## config.mk

```make
export PLATFORM = sky130hd
export DESIGN_NAME = ft12_frame_parser
export DESIGN_NICKNAME = d
export VERILOG_FILES = /design/src/rtl/ft12_pkg.sv /design/src/rtl/ft12_front.sv /design/src/rtl/ft12_queue.sv /design/src/rtl/ft12_back.sv /design/src/rtl/ft12_frame_parser.sv
export SDC_FILE = /design/constraint.sdc
export NUM_CORES = 1
export LEC_CHECK = 0
export BUFFER_PORTS_ARGS = -buffer_cell sky130_fd_sc_hd__buf_2
export CAP_MARGIN = 20
export CELL_PAD_IN_SITES_DETAIL_PLACEMENT = 1
export CELL_PAD_IN_SITES_GLOBAL_PLACEMENT = 1
export CORE_ASPECT_RATIO = 0.9
export CORE_UTILIZATION = 50
export DETAILED_ROUTE_END_ITERATION = 10
export PLACE_DENSITY = 0.81
export SETUP_SLACK_MARGIN = 0.5
export SLEW_MARGIN = 5
export SYNTH_ARGS = -nofsm -noshare
export SYNTH_HDL_FRONTEND = slang
export SYNTH_SLANG_ARGS = --single-unit
```

## constraint.sdc

```tcl
create_clock -name aclk -period 6.2 [get_ports aclk]
set_input_delay 1.24 -clock aclk [delete_from_list [all_inputs] [get_ports aclk]]
set_output_delay 1.24 -clock aclk [all_outputs]
set_load 0.03 [all_outputs]
```

## src/rtl/ft12_pkg.sv

```systemverilog
// Shared types, codes and constants for the FT1.2 frame parser.
package ft12_pkg;

    localparam int BYTE_W         = 8;
    localparam int KIND_W         = 3;
    localparam int ERR_W          = 3;
    localparam int CFG_INDEX_W    = 3;
    localparam int FIXED_BODY_LEN = 6;
    localparam int MIN_VAR_LEN    = 3;
    localparam int QUEUE_DEPTH    = 2;
    localparam int QUEUE_AW       = $clog2(QUEUE_DEPTH);
    localparam int QUEUE_CW       = $clog2(QUEUE_DEPTH + 1);

    // Configuration register indexes
    typedef enum logic [CFG_INDEX_W-1:0] {
        REG_FIXED_START    = 3'd0,
        REG_VARIABLE_START = 3'd1,
        REG_FIXED_STOP     = 3'd2,
        REG_VARIABLE_STOP  = 3'd3,
        REG_ACK_CHAR       = 3'd4,
        REG_ERROR_CHAR     = 3'd5
    } cfg_reg_t;

    // Result kinds
    typedef enum logic [KIND_W-1:0] {
        KIND_DATA      = 3'd0,
        KIND_DONE      = 3'd1,
        KIND_ACK       = 3'd2,
        KIND_ERR_CHAR  = 3'd3,
        KIND_FRAME_ERR = 3'd4
    } kind_t;

    // Frame error codes
    typedef enum logic [ERR_W-1:0] {
        ERR_NONE         = 3'd0,
        ERR_NO_START     = 3'd1,
        ERR_LEN_MISMATCH = 3'd2,
        ERR_BAD_RSTART   = 3'd3,
        ERR_NO_STOP      = 3'd4,
        ERR_TOO_SHORT    = 3'd5
    } err_code_t;

    // Parser phases
    typedef enum logic [3:0] {
        PH_HUNT   = 4'd0,
        PH_LEN1   = 4'd1,
        PH_LEN2   = 4'd2,
        PH_RSTART = 4'd3,
        PH_CTRL   = 4'd4,
        PH_ADDR   = 4'd5,
        PH_CMD    = 4'd6,
        PH_DATA   = 4'd7,
        PH_SUM    = 4'd8,
        PH_STOP   = 4'd9
    } phase_t;

    // One classified byte as it travels from front to back
    typedef struct packed {
        logic [BYTE_W-1:0] value;
        logic              is_ack;
        logic              is_err;
        logic              is_fstart;
        logic              is_vstart;
        logic              is_fstop;
        logic              is_vstop;
    } item_t;

    // Queue status seen by front and back
    typedef struct packed {
        logic full;
        logic not_empty;
    } queue_stat_t;

    // One result item
    typedef struct packed {
        kind_t             kind;
        logic [BYTE_W-1:0] data_value;
        logic [BYTE_W-1:0] ctrl_value;
        logic [BYTE_W-1:0] address_value;
        logic [BYTE_W-1:0] command_value;
        logic [BYTE_W-1:0] data_count;
        logic              checksum_ok;
        err_code_t         error_code;
        logic              last;
    } result_t;

endpackage

```

## src/rtl/ft12_front.sv

```systemverilog
// Front end: configuration registers, input transfer and byte classification.
module ft12_front (
    input  logic                                aclk,
    input  logic                                aresetn,
    input  logic                                cfg_wr_en,
    input  logic [ft12_pkg::CFG_INDEX_W-1:0]    cfg_index,
    input  logic [ft12_pkg::BYTE_W-1:0]         cfg_wdata,
    input  logic                                s_valid,
    output logic                                s_ready,
    input  logic [ft12_pkg::BYTE_W-1:0]         s_rx_value,
    input  ft12_pkg::queue_stat_t               q_stat,
    output logic                                push,
    output ft12_pkg::item_t                     push_item
);

    logic [ft12_pkg::BYTE_W-1:0] fixed_start_reg;
    logic [ft12_pkg::BYTE_W-1:0] variable_start_reg;
    logic [ft12_pkg::BYTE_W-1:0] fixed_stop_reg;
    logic [ft12_pkg::BYTE_W-1:0] variable_stop_reg;
    logic [ft12_pkg::BYTE_W-1:0] ack_char_reg;
    logic [ft12_pkg::BYTE_W-1:0] error_char_reg;

    // Configuration writes
    always_ff @(posedge aclk) begin
        if (!aresetn) begin
            fixed_start_reg    <= 8'd16;
            variable_start_reg <= 8'd104;
            fixed_stop_reg     <= 8'd22;
            variable_stop_reg  <= 8'd22;
            ack_char_reg       <= 8'd229;
            error_char_reg     <= 8'd162;
        end else if (cfg_wr_en) begin
            case (ft12_pkg::cfg_reg_t'(cfg_index))
                ft12_pkg::REG_FIXED_START:    fixed_start_reg    <= cfg_wdata;
                ft12_pkg::REG_VARIABLE_START: variable_start_reg <= cfg_wdata;
                ft12_pkg::REG_FIXED_STOP:     fixed_stop_reg     <= cfg_wdata;
                ft12_pkg::REG_VARIABLE_STOP:  variable_stop_reg  <= cfg_wdata;
                ft12_pkg::REG_ACK_CHAR:       ack_char_reg       <= cfg_wdata;
                ft12_pkg::REG_ERROR_CHAR:     error_char_reg     <= cfg_wdata;
                default: ;
            endcase
        end
    end

    // Accept whenever the queue has room
    assign s_ready = !q_stat.full;
    assign push    = s_valid && s_ready;

    // Compare the byte against every character of interest
    always_comb begin
        push_item.value     = s_rx_value;
        push_item.is_ack    = (s_rx_value == ack_char_reg);
        push_item.is_err    = (s_rx_value == error_char_reg);
        push_item.is_fstart = (s_rx_value == fixed_start_reg);
        push_item.is_vstart = (s_rx_value == variable_start_reg);
        push_item.is_fstop  = (s_rx_value == fixed_stop_reg);
        push_item.is_vstop  = (s_rx_value == variable_stop_reg);
    end

endmodule

```

## src/rtl/ft12_queue.sv

```systemverilog
// Short queue of classified bytes between front and back.
module ft12_queue (
    input  logic                   aclk,
    input  logic                   aresetn,
    input  logic                   push,
    input  ft12_pkg::item_t        push_item,
    input  logic                   pop,
    output ft12_pkg::item_t        head_item,
    output ft12_pkg::queue_stat_t  q_stat
);

    ft12_pkg::item_t                  mem [ft12_pkg::QUEUE_DEPTH];
    logic [ft12_pkg::QUEUE_AW-1:0]    wr_ptr_reg;
    logic [ft12_pkg::QUEUE_AW-1:0]    rd_ptr_reg;
    logic [ft12_pkg::QUEUE_CW-1:0]    count_reg;

    // Storage
    always_ff @(posedge aclk) begin
        if (push) begin
            mem[wr_ptr_reg] <= push_item;
        end
    end

    // Pointers and fill level
    always_ff @(posedge aclk) begin
        if (!aresetn) begin
            wr_ptr_reg <= '0;
            rd_ptr_reg <= '0;
            count_reg  <= '0;
        end else begin
            if (push) begin
                wr_ptr_reg <= (wr_ptr_reg == ft12_pkg::QUEUE_AW'(ft12_pkg::QUEUE_DEPTH - 1))
                              ? '0 : wr_ptr_reg + 1'b1;
            end
            if (pop) begin
                rd_ptr_reg <= (rd_ptr_reg == ft12_pkg::QUEUE_AW'(ft12_pkg::QUEUE_DEPTH - 1))
                              ? '0 : rd_ptr_reg + 1'b1;
            end
            if (push && !pop) begin
                count_reg <= count_reg + 1'b1;
            end else if (pop && !push) begin
                count_reg <= count_reg - 1'b1;
            end
        end
    end

    assign head_item        = mem[rd_ptr_reg];
    assign q_stat.full      = (count_reg == ft12_pkg::QUEUE_CW'(ft12_pkg::QUEUE_DEPTH));
    assign q_stat.not_empty = (count_reg != '0);

endmodule

```

## src/rtl/ft12_back.sv

```systemverilog
// Back end: frame state machine, body sum and the result register.
module ft12_back (
    input  logic                          aclk,
    input  logic                          aresetn,
    input  ft12_pkg::queue_stat_t         q_stat,
    input  ft12_pkg::item_t               head_item,
    output logic                          pop,
    output logic                          m_valid,
    input  logic                          m_ready,
    output ft12_pkg::result_t             m_result
);

    ft12_pkg::phase_t             phase_reg, phase_next;
    logic                         is_variable_reg, is_variable_next;
    logic [ft12_pkg::BYTE_W-1:0]  first_length_reg, first_length_next;
    logic [ft12_pkg::BYTE_W-1:0]  body_remaining_reg, body_remaining_next;
    logic [ft12_pkg::BYTE_W-1:0]  running_sum_reg, running_sum_next;
    logic [ft12_pkg::BYTE_W-1:0]  held_ctrl_reg, held_ctrl_next;
    logic [ft12_pkg::BYTE_W-1:0]  held_address_reg, held_address_next;
    logic [ft12_pkg::BYTE_W-1:0]  held_command_reg, held_command_next;
    logic [ft12_pkg::BYTE_W-1:0]  payload_count_reg, payload_count_next;
    logic                         sum_matched_reg, sum_matched_next;
    logic                         m_valid_reg, m_valid_next;
    ft12_pkg::result_t            result_reg;
    ft12_pkg::result_t            res;
    logic                         has_res;
    logic [ft12_pkg::BYTE_W-1:0]  b;
    logic [ft12_pkg::BYTE_W-1:0]  rem_dec;
    logic [ft12_pkg::BYTE_W-1:0]  sum_add;
    logic                         stop_ok;
    logic                         len_bad;
    logic                         len_short;

    // Take the next byte when the result register is free or draining
    assign pop = q_stat.not_empty && (!m_valid_reg || m_ready);

    assign b         = head_item.value;
    assign rem_dec   = (body_remaining_reg != '0) ? body_remaining_reg - 1'b1 : '0;
    assign sum_add   = running_sum_reg + b;
    assign stop_ok   = is_variable_reg ? head_item.is_vstop : head_item.is_fstop;
    assign len_bad   = (b != first_length_reg);
    assign len_short = (b < ft12_pkg::BYTE_W'(ft12_pkg::MIN_VAR_LEN));

    // Next phase
    always_comb begin
        phase_next = phase_reg;
        case (phase_reg)
            ft12_pkg::PH_HUNT: begin
                if (head_item.is_ack || head_item.is_err) begin
                    phase_next = ft12_pkg::PH_HUNT;
                end else if (head_item.is_fstart) begin
                    phase_next = ft12_pkg::PH_CTRL;
                end else if (head_item.is_vstart) begin
                    phase_next = ft12_pkg::PH_LEN1;
                end else begin
                    phase_next = ft12_pkg::PH_HUNT;
                end
            end
            ft12_pkg::PH_LEN1: phase_next = ft12_pkg::PH_LEN2;
            ft12_pkg::PH_LEN2: begin
                phase_next = (len_bad || len_short) ? ft12_pkg::PH_HUNT : ft12_pkg::PH_RSTART;
            end
            ft12_pkg::PH_RSTART: begin
                phase_next = head_item.is_vstart ? ft12_pkg::PH_CTRL : ft12_pkg::PH_HUNT;
            end
            ft12_pkg::PH_CTRL: phase_next = ft12_pkg::PH_ADDR;
            ft12_pkg::PH_ADDR: phase_next = ft12_pkg::PH_CMD;
            ft12_pkg::PH_CMD: begin
                phase_next = (rem_dec == '0) ? ft12_pkg::PH_SUM : ft12_pkg::PH_DATA;
            end
            ft12_pkg::PH_DATA: begin
                phase_next = (rem_dec == '0) ? ft12_pkg::PH_SUM : ft12_pkg::PH_DATA;
            end
            ft12_pkg::PH_SUM:  phase_next = ft12_pkg::PH_STOP;
            ft12_pkg::PH_STOP: phase_next = ft12_pkg::PH_HUNT;
            default:           phase_next = ft12_pkg::PH_HUNT;
        endcase
    end

    // Frame state updates and the result for this byte
    always_comb begin
        is_variable_next    = is_variable_reg;
        first_length_next   = first_length_reg;
        body_remaining_next = body_remaining_reg;
        running_sum_next    = running_sum_reg;
        held_ctrl_next      = held_ctrl_reg;
        held_address_next   = held_address_reg;
        held_command_next   = held_command_reg;
        payload_count_next  = payload_count_reg;
        sum_matched_next    = sum_matched_reg;
        res                 = '0;
        has_res             = 1'b0;
        case (phase_reg)
            ft12_pkg::PH_HUNT: begin
                has_res  = 1'b1;
                res.last = 1'b1;
                if (head_item.is_ack) begin
                    res.kind = ft12_pkg::KIND_ACK;
                end else if (head_item.is_err) begin
                    res.kind = ft12_pkg::KIND_ERR_CHAR;
                end else if (head_item.is_fstart) begin
                    has_res             = 1'b0;
                    res                 = '0;
                    is_variable_next    = 1'b0;
                    body_remaining_next = ft12_pkg::BYTE_W'(ft12_pkg::FIXED_BODY_LEN);
                    running_sum_next    = '0;
                end else if (head_item.is_vstart) begin
                    has_res          = 1'b0;
                    res              = '0;
                    is_variable_next = 1'b1;
                end else begin
                    res.kind       = ft12_pkg::KIND_FRAME_ERR;
                    res.error_code = ft12_pkg::ERR_NO_START;
                end
            end
            ft12_pkg::PH_LEN1: first_length_next = b;
            ft12_pkg::PH_LEN2: begin
                if (len_bad) begin
                    has_res        = 1'b1;
                    res.kind       = ft12_pkg::KIND_FRAME_ERR;
                    res.error_code = ft12_pkg::ERR_LEN_MISMATCH;
                    res.last       = 1'b1;
                end else if (len_short) begin
                    has_res        = 1'b1;
                    res.kind       = ft12_pkg::KIND_FRAME_ERR;
                    res.error_code = ft12_pkg::ERR_TOO_SHORT;
                    res.last       = 1'b1;
                end
            end
            ft12_pkg::PH_RSTART: begin
                if (!head_item.is_vstart) begin
                    has_res        = 1'b1;
                    res.kind       = ft12_pkg::KIND_FRAME_ERR;
                    res.error_code = ft12_pkg::ERR_BAD_RSTART;
                    res.last       = 1'b1;
                end else begin
                    body_remaining_next = first_length_reg;
                    running_sum_next    = '0;
                end
            end
            ft12_pkg::PH_CTRL: begin
                running_sum_next    = sum_add;
                body_remaining_next = rem_dec;
                held_ctrl_next      = b;
            end
            ft12_pkg::PH_ADDR: begin
                running_sum_next    = sum_add;
                body_remaining_next = rem_dec;
                held_address_next   = b;
            end
            ft12_pkg::PH_CMD: begin
                running_sum_next    = sum_add;
                body_remaining_next = rem_dec;
                held_command_next   = b;
                payload_count_next  = '0;
            end
            ft12_pkg::PH_DATA: begin
                running_sum_next    = sum_add;
                body_remaining_next = rem_dec;
                payload_count_next  = payload_count_reg + 1'b1;
                has_res             = 1'b1;
                res.kind            = ft12_pkg::KIND_DATA;
                res.data_value      = b;
            end
            ft12_pkg::PH_SUM: sum_matched_next = (running_sum_reg == b);
            ft12_pkg::PH_STOP: begin
                has_res  = 1'b1;
                res.last = 1'b1;
                if (!stop_ok) begin
                    res.kind       = ft12_pkg::KIND_FRAME_ERR;
                    res.error_code = ft12_pkg::ERR_NO_STOP;
                end else begin
                    res.kind          = ft12_pkg::KIND_DONE;
                    res.ctrl_value    = held_ctrl_reg;
                    res.address_value = held_address_reg;
                    res.command_value = held_command_reg;
                    res.data_count    = payload_count_reg;
                    res.checksum_ok   = sum_matched_reg;
                end
            end
            default: ;
        endcase
    end

    // Result register valid
    always_comb begin
        if (pop) begin
            m_valid_next = has_res;
        end else begin
            m_valid_next = m_valid_reg && !m_ready;
        end
    end

    // Control state
    always_ff @(posedge aclk) begin
        if (!aresetn) begin
            phase_reg           <= ft12_pkg::PH_HUNT;
            is_variable_reg     <= 1'b0;
            first_length_reg    <= '0;
            body_remaining_reg  <= '0;
            running_sum_reg     <= '0;
            held_ctrl_reg       <= '0;
            held_address_reg    <= '0;
            held_command_reg    <= '0;
            payload_count_reg   <= '0;
            sum_matched_reg     <= 1'b0;
            m_valid_reg         <= 1'b0;
        end else begin
            m_valid_reg <= m_valid_next;
            if (pop) begin
                phase_reg          <= phase_next;
                is_variable_reg    <= is_variable_next;
                first_length_reg   <= first_length_next;
                body_remaining_reg <= body_remaining_next;
                running_sum_reg    <= running_sum_next;
                held_ctrl_reg      <= held_ctrl_next;
                held_address_reg   <= held_address_next;
                held_command_reg   <= held_command_next;
                payload_count_reg  <= payload_count_next;
                sum_matched_reg    <= sum_matched_next;
            end
        end
    end

    // Result payload
    always_ff @(posedge aclk) begin
        if (pop && has_res) begin
            result_reg <= res;
        end
    end

    assign m_valid  = m_valid_reg;
    assign m_result = result_reg;

endmodule

```

## src/rtl/ft12_frame_parser.sv

```systemverilog
// Top level of the FT1.2 receive frame parser.
//
// Usage: received link bytes enter on the s_ channel (s_valid, s_ready,
// s_rx_value), one byte per transfer. Parsed results leave on the m_
// channel: a data byte for each payload byte, a frame-done item with
// control, address, command, payload count and checksum flag, an ack or
// error character item, or a frame error with its code. Bytes that only
// advance the frame (start, lengths, header, sum) give no result.
// Configuration (start, stop, ack and error characters) is written through
// cfg_wr_en / cfg_index / cfg_wdata; the user must write it only while no
// byte is in flight, as the block itself does not enforce this.
// A byte is first written into the queue; the back end then pops it and
// registers its result in the output register.
// Throughput: one byte per cycle while the receiver takes results; the
// back end's state update and 8-bit body sum keep pace with each byte.
// Reset (aresetn low, synchronous) empties the queue, drops any pending
// result, returns to hunting and restores the default characters.
// When the receiver stalls, the result holds in the output register, the
// two-entry queue keeps taking bytes until full, then s_ready falls.
module ft12_frame_parser (
    input  logic                               aclk,
    input  logic                               aresetn,
    input  logic                               cfg_wr_en,
    input  logic [ft12_pkg::CFG_INDEX_W-1:0]   cfg_index,
    input  logic [ft12_pkg::BYTE_W-1:0]        cfg_wdata,
    input  logic                               s_valid,
    output logic                               s_ready,
    input  logic [ft12_pkg::BYTE_W-1:0]        s_rx_value,
    output logic                               m_valid,
    input  logic                               m_ready,
    output logic [ft12_pkg::KIND_W-1:0]        m_kind,
    output logic [ft12_pkg::BYTE_W-1:0]        m_data_value,
    output logic [ft12_pkg::BYTE_W-1:0]        m_ctrl_value,
    output logic [ft12_pkg::BYTE_W-1:0]        m_address_value,
    output logic [ft12_pkg::BYTE_W-1:0]        m_command_value,
    output logic [ft12_pkg::BYTE_W-1:0]        m_data_count,
    output logic                               m_checksum_ok,
    output logic [ft12_pkg::ERR_W-1:0]         m_error_code,
    output logic                               m_last
);

    ft12_pkg::queue_stat_t q_stat;
    ft12_pkg::item_t       push_item;
    ft12_pkg::item_t       head_item;
    ft12_pkg::result_t     result;
    logic                  push;
    logic                  pop;

    ft12_front u_front (
        .aclk       (aclk),
        .aresetn    (aresetn),
        .cfg_wr_en  (cfg_wr_en),
        .cfg_index  (cfg_index),
        .cfg_wdata  (cfg_wdata),
        .s_valid    (s_valid),
        .s_ready    (s_ready),
        .s_rx_value (s_rx_value),
        .q_stat     (q_stat),
        .push       (push),
        .push_item  (push_item)
    );

    ft12_queue u_queue (
        .aclk      (aclk),
        .aresetn   (aresetn),
        .push      (push),
        .push_item (push_item),
        .pop       (pop),
        .head_item (head_item),
        .q_stat    (q_stat)
    );

    ft12_back u_back (
        .aclk      (aclk),
        .aresetn   (aresetn),
        .q_stat    (q_stat),
        .head_item (head_item),
        .pop       (pop),
        .m_valid   (m_valid),
        .m_ready   (m_ready),
        .m_result  (result)
    );

    // Result fields out to ports
    assign m_kind          = result.kind;
    assign m_data_value    = result.data_value;
    assign m_ctrl_value    = result.ctrl_value;
    assign m_address_value = result.address_value;
    assign m_command_value = result.command_value;
    assign m_data_count    = result.data_count;
    assign m_checksum_ok   = result.checksum_ok;
    assign m_error_code    = result.error_code;
    assign m_last          = result.last;

endmodule

```

; Yosys cells after proc, flatten, opt, wreduce, memory -nomap -nowiden
; Memory sizes are Yosys's and may differ from the RTL's. A register that Yosys moved wholly into a read port is not among the register bits.
; Cells that the tools add are included.
[totals]
register_bits = 163
ram_bits = 28
input_bits = 24
out_inout_bits = 50
word_cells = 164
memories = 1
[mem_list]
columns = memory, depth, width, rd, rd_clocked_by_memory_dff, wr, line
row1 = u_queue.mem, 2, 14, 1, 1, 1, ft12_queue.sv:12  ; ft12_pkg::item_t mem [ft12_pkg::QUEUE_DEPTH];
[classes]
addsub = 7
order_cmp = 1
eq_ne = 27
muxes = 57
bitwise_logic = 2
reduce_logical = 40
[op_table]
columns = cell, count
row1 = $mux 45, 2
row2 = $mux 8, 9
row3 = $pmux 33 s2, 1
row4 = $eq 8x8->1, 7
row5 = $mux 48, 1
row6 = $pmux 8 s3, 2
row7 = $mux 33, 1
row8 = $pmux 4 s8, 1
row9 = $pmux 8 s2, 2
row10 = $mux 3, 9
row11 = $reduce_and 2->1, 12
row12 = $mux 4, 5
row13 = $mux 1, 18
row14 = $eq 4x3->1 const B, 4
row15 = $pmux 4 s4, 1
row16 = $pmux 3 s4, 1
row17 = $add 8x1->8 const B, 1
row18 = $add 8x8->8, 1
row19 = $eq 4x2->1 const B, 2
row20 = $eq 4x4->1 const B, 2
row21 = $logic_not 8->1, 1
row22 = $lt 8x2->1 const B, 1
row23 = $ne 8x8->1, 1
row24 = $reduce_bool 2->1, 4
row25 = 25 further kinds, 45

; Depth between registers and ports, before layout
; Gate-level depths: netlist (run 1).
[logic_depth]
ltp_word = 7
ltp_mapped = 11
mapped_depth_nobuf = 10

; Cells and area by module
; A second synthesis (run 1) with hierarchy kept.
[hier_totals]
cells_unflattened = 850
hier_area_um2 = 8754.6
[by_module_without_submodules]
columns = mod, instances, cells_each, area_each_um2, seq_area_each_um2
row1 = ft12_back, 1, 511, 5089.9, 2702.6
row2 = ft12_front, 1, 274, 2437.3, 960.9
row3 = ft12_queue, 1, 65, 1227.4, 940.9

; Worst setup path before layout (run 1)
; OpenSTA, ideal clock, no wires.
[synth_path]
kind = input port to flip-flop
from = in m_ready
to = reg u_back.result_reg, in the netlist u_back.m_result[0], enable pin
setup_time_ns = 0.402
arrival_time_ns = 2.882
t_required_ns = 5.798
slack_ns = 2.916
stages = 5
path_buffers = 1
path_cell_list = nor2b_1 > nor2_1 > clkbuf_1 > o31ai_1 > inv_1
[synth_between]
elab_chain_cells = 3
[synth_rtl]
columns = item, line
row1 = "start, declared", ft12_frame_parser.sv:30  ; input logic m_ready,
row2 = $logic_or 1x1->1, ft12_back.sv:35  ; assign pop = q_stat.not_empty && (!m_valid_reg || m_ready);
row3 = $logic_and 1x1->1, ft12_back.sv:35
row4 = $logic_and 1x1->1, ft12_back.sv:227  ; if (pop && has_res) begin
row5 = "end signal, assigned", ft12_back.sv:228  ; result_reg <= res;
row6 = "end, declared", ft12_back.sv:24  ; ft12_pkg::result_t result_reg;
; No other way between the ends.
; A chain may end at the register's enable or synchronous reset.

==> results.sh, run 1 <==
export IMPL_outcome="complete, but fails checks"
export IMPL_failed_checks="DRC"
export IMPL_avgViaCountPerCell=5.94
export IMPL_synth_seq_area_share=0.544
export IMPL_slew_viol_final=0
export IMPL_die_area_um2=17500
export IMPL_cts_clk_slew_worst_paths_ns=0.07
export IMPL_met1Wirelength_um=10500
export IMPL_synth_cells=860
export IMPL_start_util=0.518
export IMPL_grt_setup_unrepaired="no"
export IMPL_netlist_cell_type_count=61
export IMPL_cts_htree_levels=4
export IMPL_crit_path_end_kind="register"
export IMPL_rows=44
export IMPL_postSynth_asyncResetShare=0
export IMPL_first_global_vias=6979
export IMPL_tns_ns=0
export IMPL_cts_buffers=17
export IMPL_p_per_area_nw_per_um2=442
export IMPL_critPathRequiredTime_ns=6.33
export IMPL_maxCapViolCount=0
export IMPL_chipHeight_um=125
export IMPL_finalHoldViolations=0
export IMPL_synthToLayoutAreaGrowth_pct=13.5
export IMPL_drive_above_1_share=0.142
export IMPL_cts_tree="built"
export IMPL_cts_hold_buf=0
export IMPL_vias=6781
export IMPL_ant_nets=0
export IMPL_start_kind="register"
export IMPL_grt_start_max_net_pins=54
export IMPL_arrival_ns=3.91
export IMPL_drc=14
export IMPL_cp_max_fo=48
export IMPL_syn_avg_cell_area_um2=9.84
export IMPL_routed_wl_um=23300
export IMPL_dr_pass1_iters=9
export IMPL_hold_class="reg -> reg"
export IMPL_route_met3_wl_um=996
export IMPL_synth_area_leader_cell="dfxtp_1"
export IMPL_die_x_um=139
export IMPL_grt_pass1_wl_um=37500
export IMPL_core_area_um2=16400
export IMPL_synth_top_cell_area_share=0.274
export IMPL_total_power_uw=4250
export IMPL_drt_iter0_markers=421
export IMPL_layout_nets=958
export IMPL_wl_met2_um=11400
export IMPL_root_buffer="clkbuf_16"
export IMPL_relSlewSlack=0.290
export IMPL_n_antenna_cell=0
export IMPL_syn_nets=896
export IMPL_synth_flop_cell="dfxtp_1"
export IMPL_path_class="reg -> reg"
export IMPL_fmax_ghz=0.265
export IMPL_leakagePower_uw=0.00360
export IMPL_crit_slowest_cell="dfxtp_1"
export IMPL_cts_setup_buffers=0
export IMPL_vdd_drop_max_v=0.000252
export IMPL_insertion_delay_ns=0.45
export IMPL_setup_violations_final=0
export IMPL_synthTopCellsByArea="dfxtp_1 27%, edfxtp_1 27%, xnor2_1 6.4%"
export IMPL_gp_congestion=0.871
export IMPL_highest_layer="met4"
export IMPL_largest_reg_flops=48
export IMPL_wl_per_cell_um=20.4
export IMPL_synth_edf_count=76
export IMPL_ioPinCount=74
export IMPL_period_share=0.610
export IMPL_clockBufferDepth=2
export IMPL_fin_crit_ns=3.78
export IMPL_antenna_found_initial=0
export IMPL_cp_cell_sequence="mux2i_2 -> xnor2_1 -> nor4_1 -> a31oi_1 -> o31ai_1 -> clkinv_1 -> buf_4"
export IMPL_grt_overflow=0
export IMPL_synthesis_area_um2=8460
export IMPL_synth_seq_cells=192
export IMPL_slowest_delay_ns=0.94
export IMPL_hpwlAfterDp_um=16300
export IMPL_worstMarginPinSlew_ns=1.06
export IMPL_skew_ns=0.0220
export IMPL_io_buffers=73
export IMPL_cts_resized=0
export IMPL_track_usage=0.278
export IMPL_cts_sinks=192
export IMPL_yosysWarnings=0
layout make-up:
type | count | area (um2)
flip-flops and latches | 192 | 4600
multi-input cells | 604 | 3610
inverters | 22 | 82.6
well taps | 207 | 259
fillers | 1811 | 6740
repair buffers | 85 | 459
clock inverters | 14 | 165
clock buffers | 18 | 429
layer usage:
metal	GRT usage	vias to the layer above
met4	0.0882	0
met2	0.476	174
met5	0	-
met1	0.360	3411
met3	0.0486	31
li1	-	3165
logic make-up after synthesis:
logic type                 Yosys count  synth area share
and+or+nand+nor                    367             0.204
buffers and inverters               64            0.0305
muxes                               12            0.0177
adders and majority gates           12            0.0186
xor gates and xnor gates            73            0.0755
DFF                                192             0.544
AOI/OAI and AO/OA                  140             0.110
where the power goes:
part           leakage, uW  switching (uW)  internal (uW)
combinational      0.00164             978            403
sequential         0.00167             151           1630
clock             0.000288             544            544
total              0.00360            1670           2570
path summary, 6_finish.rpt:
check / startpoint / endpoint / slack, ns / cells after the start
min: u_front.variable_start_reg[0] / u_front.variable_start_reg[0] / 0.47 / 2
max reg2reg: register / u_back.m_result[28] / 2.42 / 7
min reg2reg: u_front.variable_start_reg[0] / u_front.variable_start_reg[0] / 0.47 / 2
max: register / u_back.m_result[28] / 2.42 / 7
cells in the mapped netlist, drive strengths merged, types with 5 or more instances:
library cell,number
a211oi,35
a21oi,50
a22oi,6
and3,36
buf,10
clkbuf,32
dfxtp,116
edfxtp,76
ha,11
inv,20
mux2i,9
nand2,119
nand2b,12
nand3,30
nand4,18
nor2,103
nor2b,7
nor3,13
nor4,10
o21a,5
o21ai,10
or3,7
xnor2,62
xor2,11
critical path: cells and delay by family (launching register included):
family / cells / cell delay [ns]
flops: 1 / 0.94
compound gates: 2 / 0.58
xor+xnor: 1 / 0.15
simple gates: 1 / 0.63
buf+inv: 2 / 0.46
mux: 1 / 0.68
metrics by stage:
stage / util / cells / setup WS, ns / area, um2 / hold WS (ns)
2_1_floorplan: - / 860 / 2.92 / 8460 / 0.449
5_1_grt: 0.588 / 1142 / 2.19 / 9610 / 0.486
6_report: 0.588 / 1142 / 2.42 / 9610 / 0.473
4_1_cts: 0.587 / 1142 / 2.45 / 9600 / 0.472
3_5_place_dp: 0.551 / 1110 / 2.10 / 9010 / 0.462
3_3_place_gp: 0.550 / 1109 / 2.31 / 9000 / 0.454
cell usage in the layout, fill, tap and decap left out, types with 30 or more instances in the layout:
cell type,count
nand2_1,119
dfxtp_1,116
nor2_1,103
edfxtp_1,76
buf_2,73
xnor2_1,62
a21oi_1,50
and3_1,36
a211oi_1,35
nand3_1,30
Note: power is estimated with default switching activity, not from simulation.
==> run 2: changes to the inputs <==
Settings changed: CORE_UTILIZATION 50 to 42, PLACE_DENSITY 0.81 to 0.72.
Clock period 6.2 ns to 3.15 ns, I/O delays scaled along.
==> results.sh, run 2 (synthesis gave the netlist of run 1 again) <==
export IMPL_tns_ns=0
export IMPL_holdPathEnd="u_front.variable_start_reg[7]"
export IMPL_clockBufferDepth=2
export IMPL_p_per_area_nw_per_um2=887
export IMPL_crit_slowest_cell="or4b_2"
export IMPL_utilization=0.525
export IMPL_slowest_delay_ns=0.73
export IMPL_grt_setup_unrepaired="yes"
export IMPL_rows=48
export IMPL_dr_pass1_iters=5
export IMPL_grt_overflow=0
export IMPL_layout_nets=997
export IMPL_drc=0
export IMPL_worstMarginPinSlew_ns=0.869
export IMPL_cts_htree_levels=4
export IMPL_vdd_drop_max_v=0.000415
export IMPL_cp_depth=8
export IMPL_leakagePower_uw=0.00385
export IMPL_maxCapViolCount=0
export IMPL_path_buf_inv=3
export IMPL_cts_tree="built"
export IMPL_skew_ns=0.00972
export IMPL_routed_wl_um=25400
export IMPL_ant_nets=0
export IMPL_avgViaCountPerCell=5.56
export IMPL_ff2ff_path_depth=8
export IMPL_hpwlAfterDp_um=16600
export IMPL_cts_clk_slew_worst_paths_ns=0.08
export IMPL_drive_above_1_share=0.191
export IMPL_arrival_ns=2.79
export IMPL_start_util=0.435
export IMPL_cp_cell_sequence="or4b_2 -> a211oi_2 -> o211ai_1 -> a31oi_2 -> o31ai_4 -> clkinvlp_4 -> buf_8 -> buf_6"
export IMPL_io_buffers=73
export IMPL_setup_violations_final=0
export IMPL_crit_family="compound AO/OA/AOI/OAI gates"
export IMPL_synthToLayoutAreaGrowth_pct=20.7
export IMPL_start_kind="register"
export IMPL_regToRegStartpoint="u_queue.mem[1][8]"
export IMPL_chipHeight_um=137
export IMPL_cts_buffers=17
export IMPL_core_area_um2=19500
export IMPL_wl_per_cell_um=20.7
export IMPL_period_share=0.835
export IMPL_cts_sinks=192
export IMPL_relSlewSlack=0.416
export IMPL_hold_path_startpoint="u_front.variable_start_reg[7]"
export IMPL_final_common_cell="nand2_1"
export IMPL_gp_congestion=0.854
export IMPL_whs_ns=0.469
export IMPL_die_x_um=152
export IMPL_hold_class="reg -> reg"
export IMPL_root_buffer="clkbuf_16"
export IMPL_critPathRequiredTime_ns=3.30
export IMPL_grt_start_max_net_pins=49
export IMPL_antenna_found_initial=0
export IMPL_path_class="reg -> reg"
export IMPL_finalHoldViolations=0
export IMPL_n_antenna_cell=0
export IMPL_vias=6809
export IMPL_drt_iter0_markers=408
export IMPL_final_cell_mix="119 x nand2_1, 115 x dfxtp_1, 103 x nor2_1, 76 x edfxtp_1, 73 x buf_2"
export IMPL_track_usage=0.245
export IMPL_hold_path_cell_count=2
export IMPL_cp_max_fo=12
export IMPL_largest_reg_flops=48
export IMPL_fin_crit_ns=2.63
export IMPL_reg2reg_to="u_back.m_result[27]"
export IMPL_crit_path_end_kind="register"
export IMPL_die_area_um2=20700
export IMPL_slew_viol_final=0
export IMPL_ioPinCount=74
export IMPL_cts_hold_buf=0
export IMPL_insertion_delay_ns=0.44
export IMPL_outcome="completed"
export IMPL_rrSetupSlack_ns=0.52
export IMPL_first_global_vias=6720
export IMPL_grt_pass1_wl_um=37700
export IMPL_fmax_ghz=0.380
[run 2: cell types whose count changed in the layout (fill, tap and decap cells not counted), moves of 2 or more]
cell	delta
buf_4	+30
mux2i_4	+7
buf_12	+4
mux2i_1	-4
inv_6	-3
mux2i_2	-3
clkbuf_16	+2
inv_8	+2
nor4_2	+2
[run 2: worst max path at each step]
stage,startpoint,end,slack [ns]
after detailed placement,register,u_back.running_sum_reg[6],0.29
after CTS,register,u_back.running_sum_reg[2],0.58
after floorplan,register,u_back.m_result[0],0.27
final,u_queue.mem[1][8],u_back.m_result[27],0.52
after global routing,register,u_back.m_result[31],0.42
after global placement,register,u_back.running_sum_reg[6],0.36
[run 2: where the power goes]
group / leakage (uW) / switching [uW] / internal [uW]
Clock: 0.000307 / 1090 / 1180
Combinational: 0.00188 / 2120 / 1160
Sequential: 0.00167 / 313 / 3200
Total: 0.00385 / 3530 / 5540
[run 2: area by class of cell]
class	instances	area, um2
fillers	2189	9250
flip-flops and latches	192	4610
multi-input cells	605	3740
repair buffers	123	841
clock buffers	18	439
well taps	250	313
clock inverters	14	189
inverters	22	86.3
[run 2: timing repair]
item / in CTS / in global routing
resized for setup: 1 / 16
buffers inserted: 4 / 15
setup endpoints to repair: 57 / 57
cloned: 0 / 4
pin swaps: 0 / 6
[run 2: through the flow]
stage          instance area, um2  cells  setup WS (ns)  power, uW
2_1_floorplan                8540    860          0.269       5470
3_3_place_gp                 9250   1169          0.362       6350
3_5_place_dp                 9250   1169          0.286       6430
4_1_cts                      9950   1205          0.581       8760
5_1_grt                     10200   1224          0.419       9480
6_report                    10200   1224          0.519       9060
[run 2: metal layers]
| layer | track usage | vias to the layer above | part of all wire |
|---|---|---|---|
| met5 | 0 | - | 0 |
| met4 | 0.0880 | 0 | 0.022 |
| met3 | 0.0380 | 38 | 0.045 |
| met2 | 0.391 | 196 | 0.48 |
| met1 | 0.334 | 3317 | 0.46 |
| li1 | - | 3258 | - |
[run 2: worst min-delay path, delay by kind of cell (launching register included)]
kind / cells / cell delay, ns
flops: 1 / 0.32
compound gates: 1 / 0.05
simple gates: 1 / 0.05
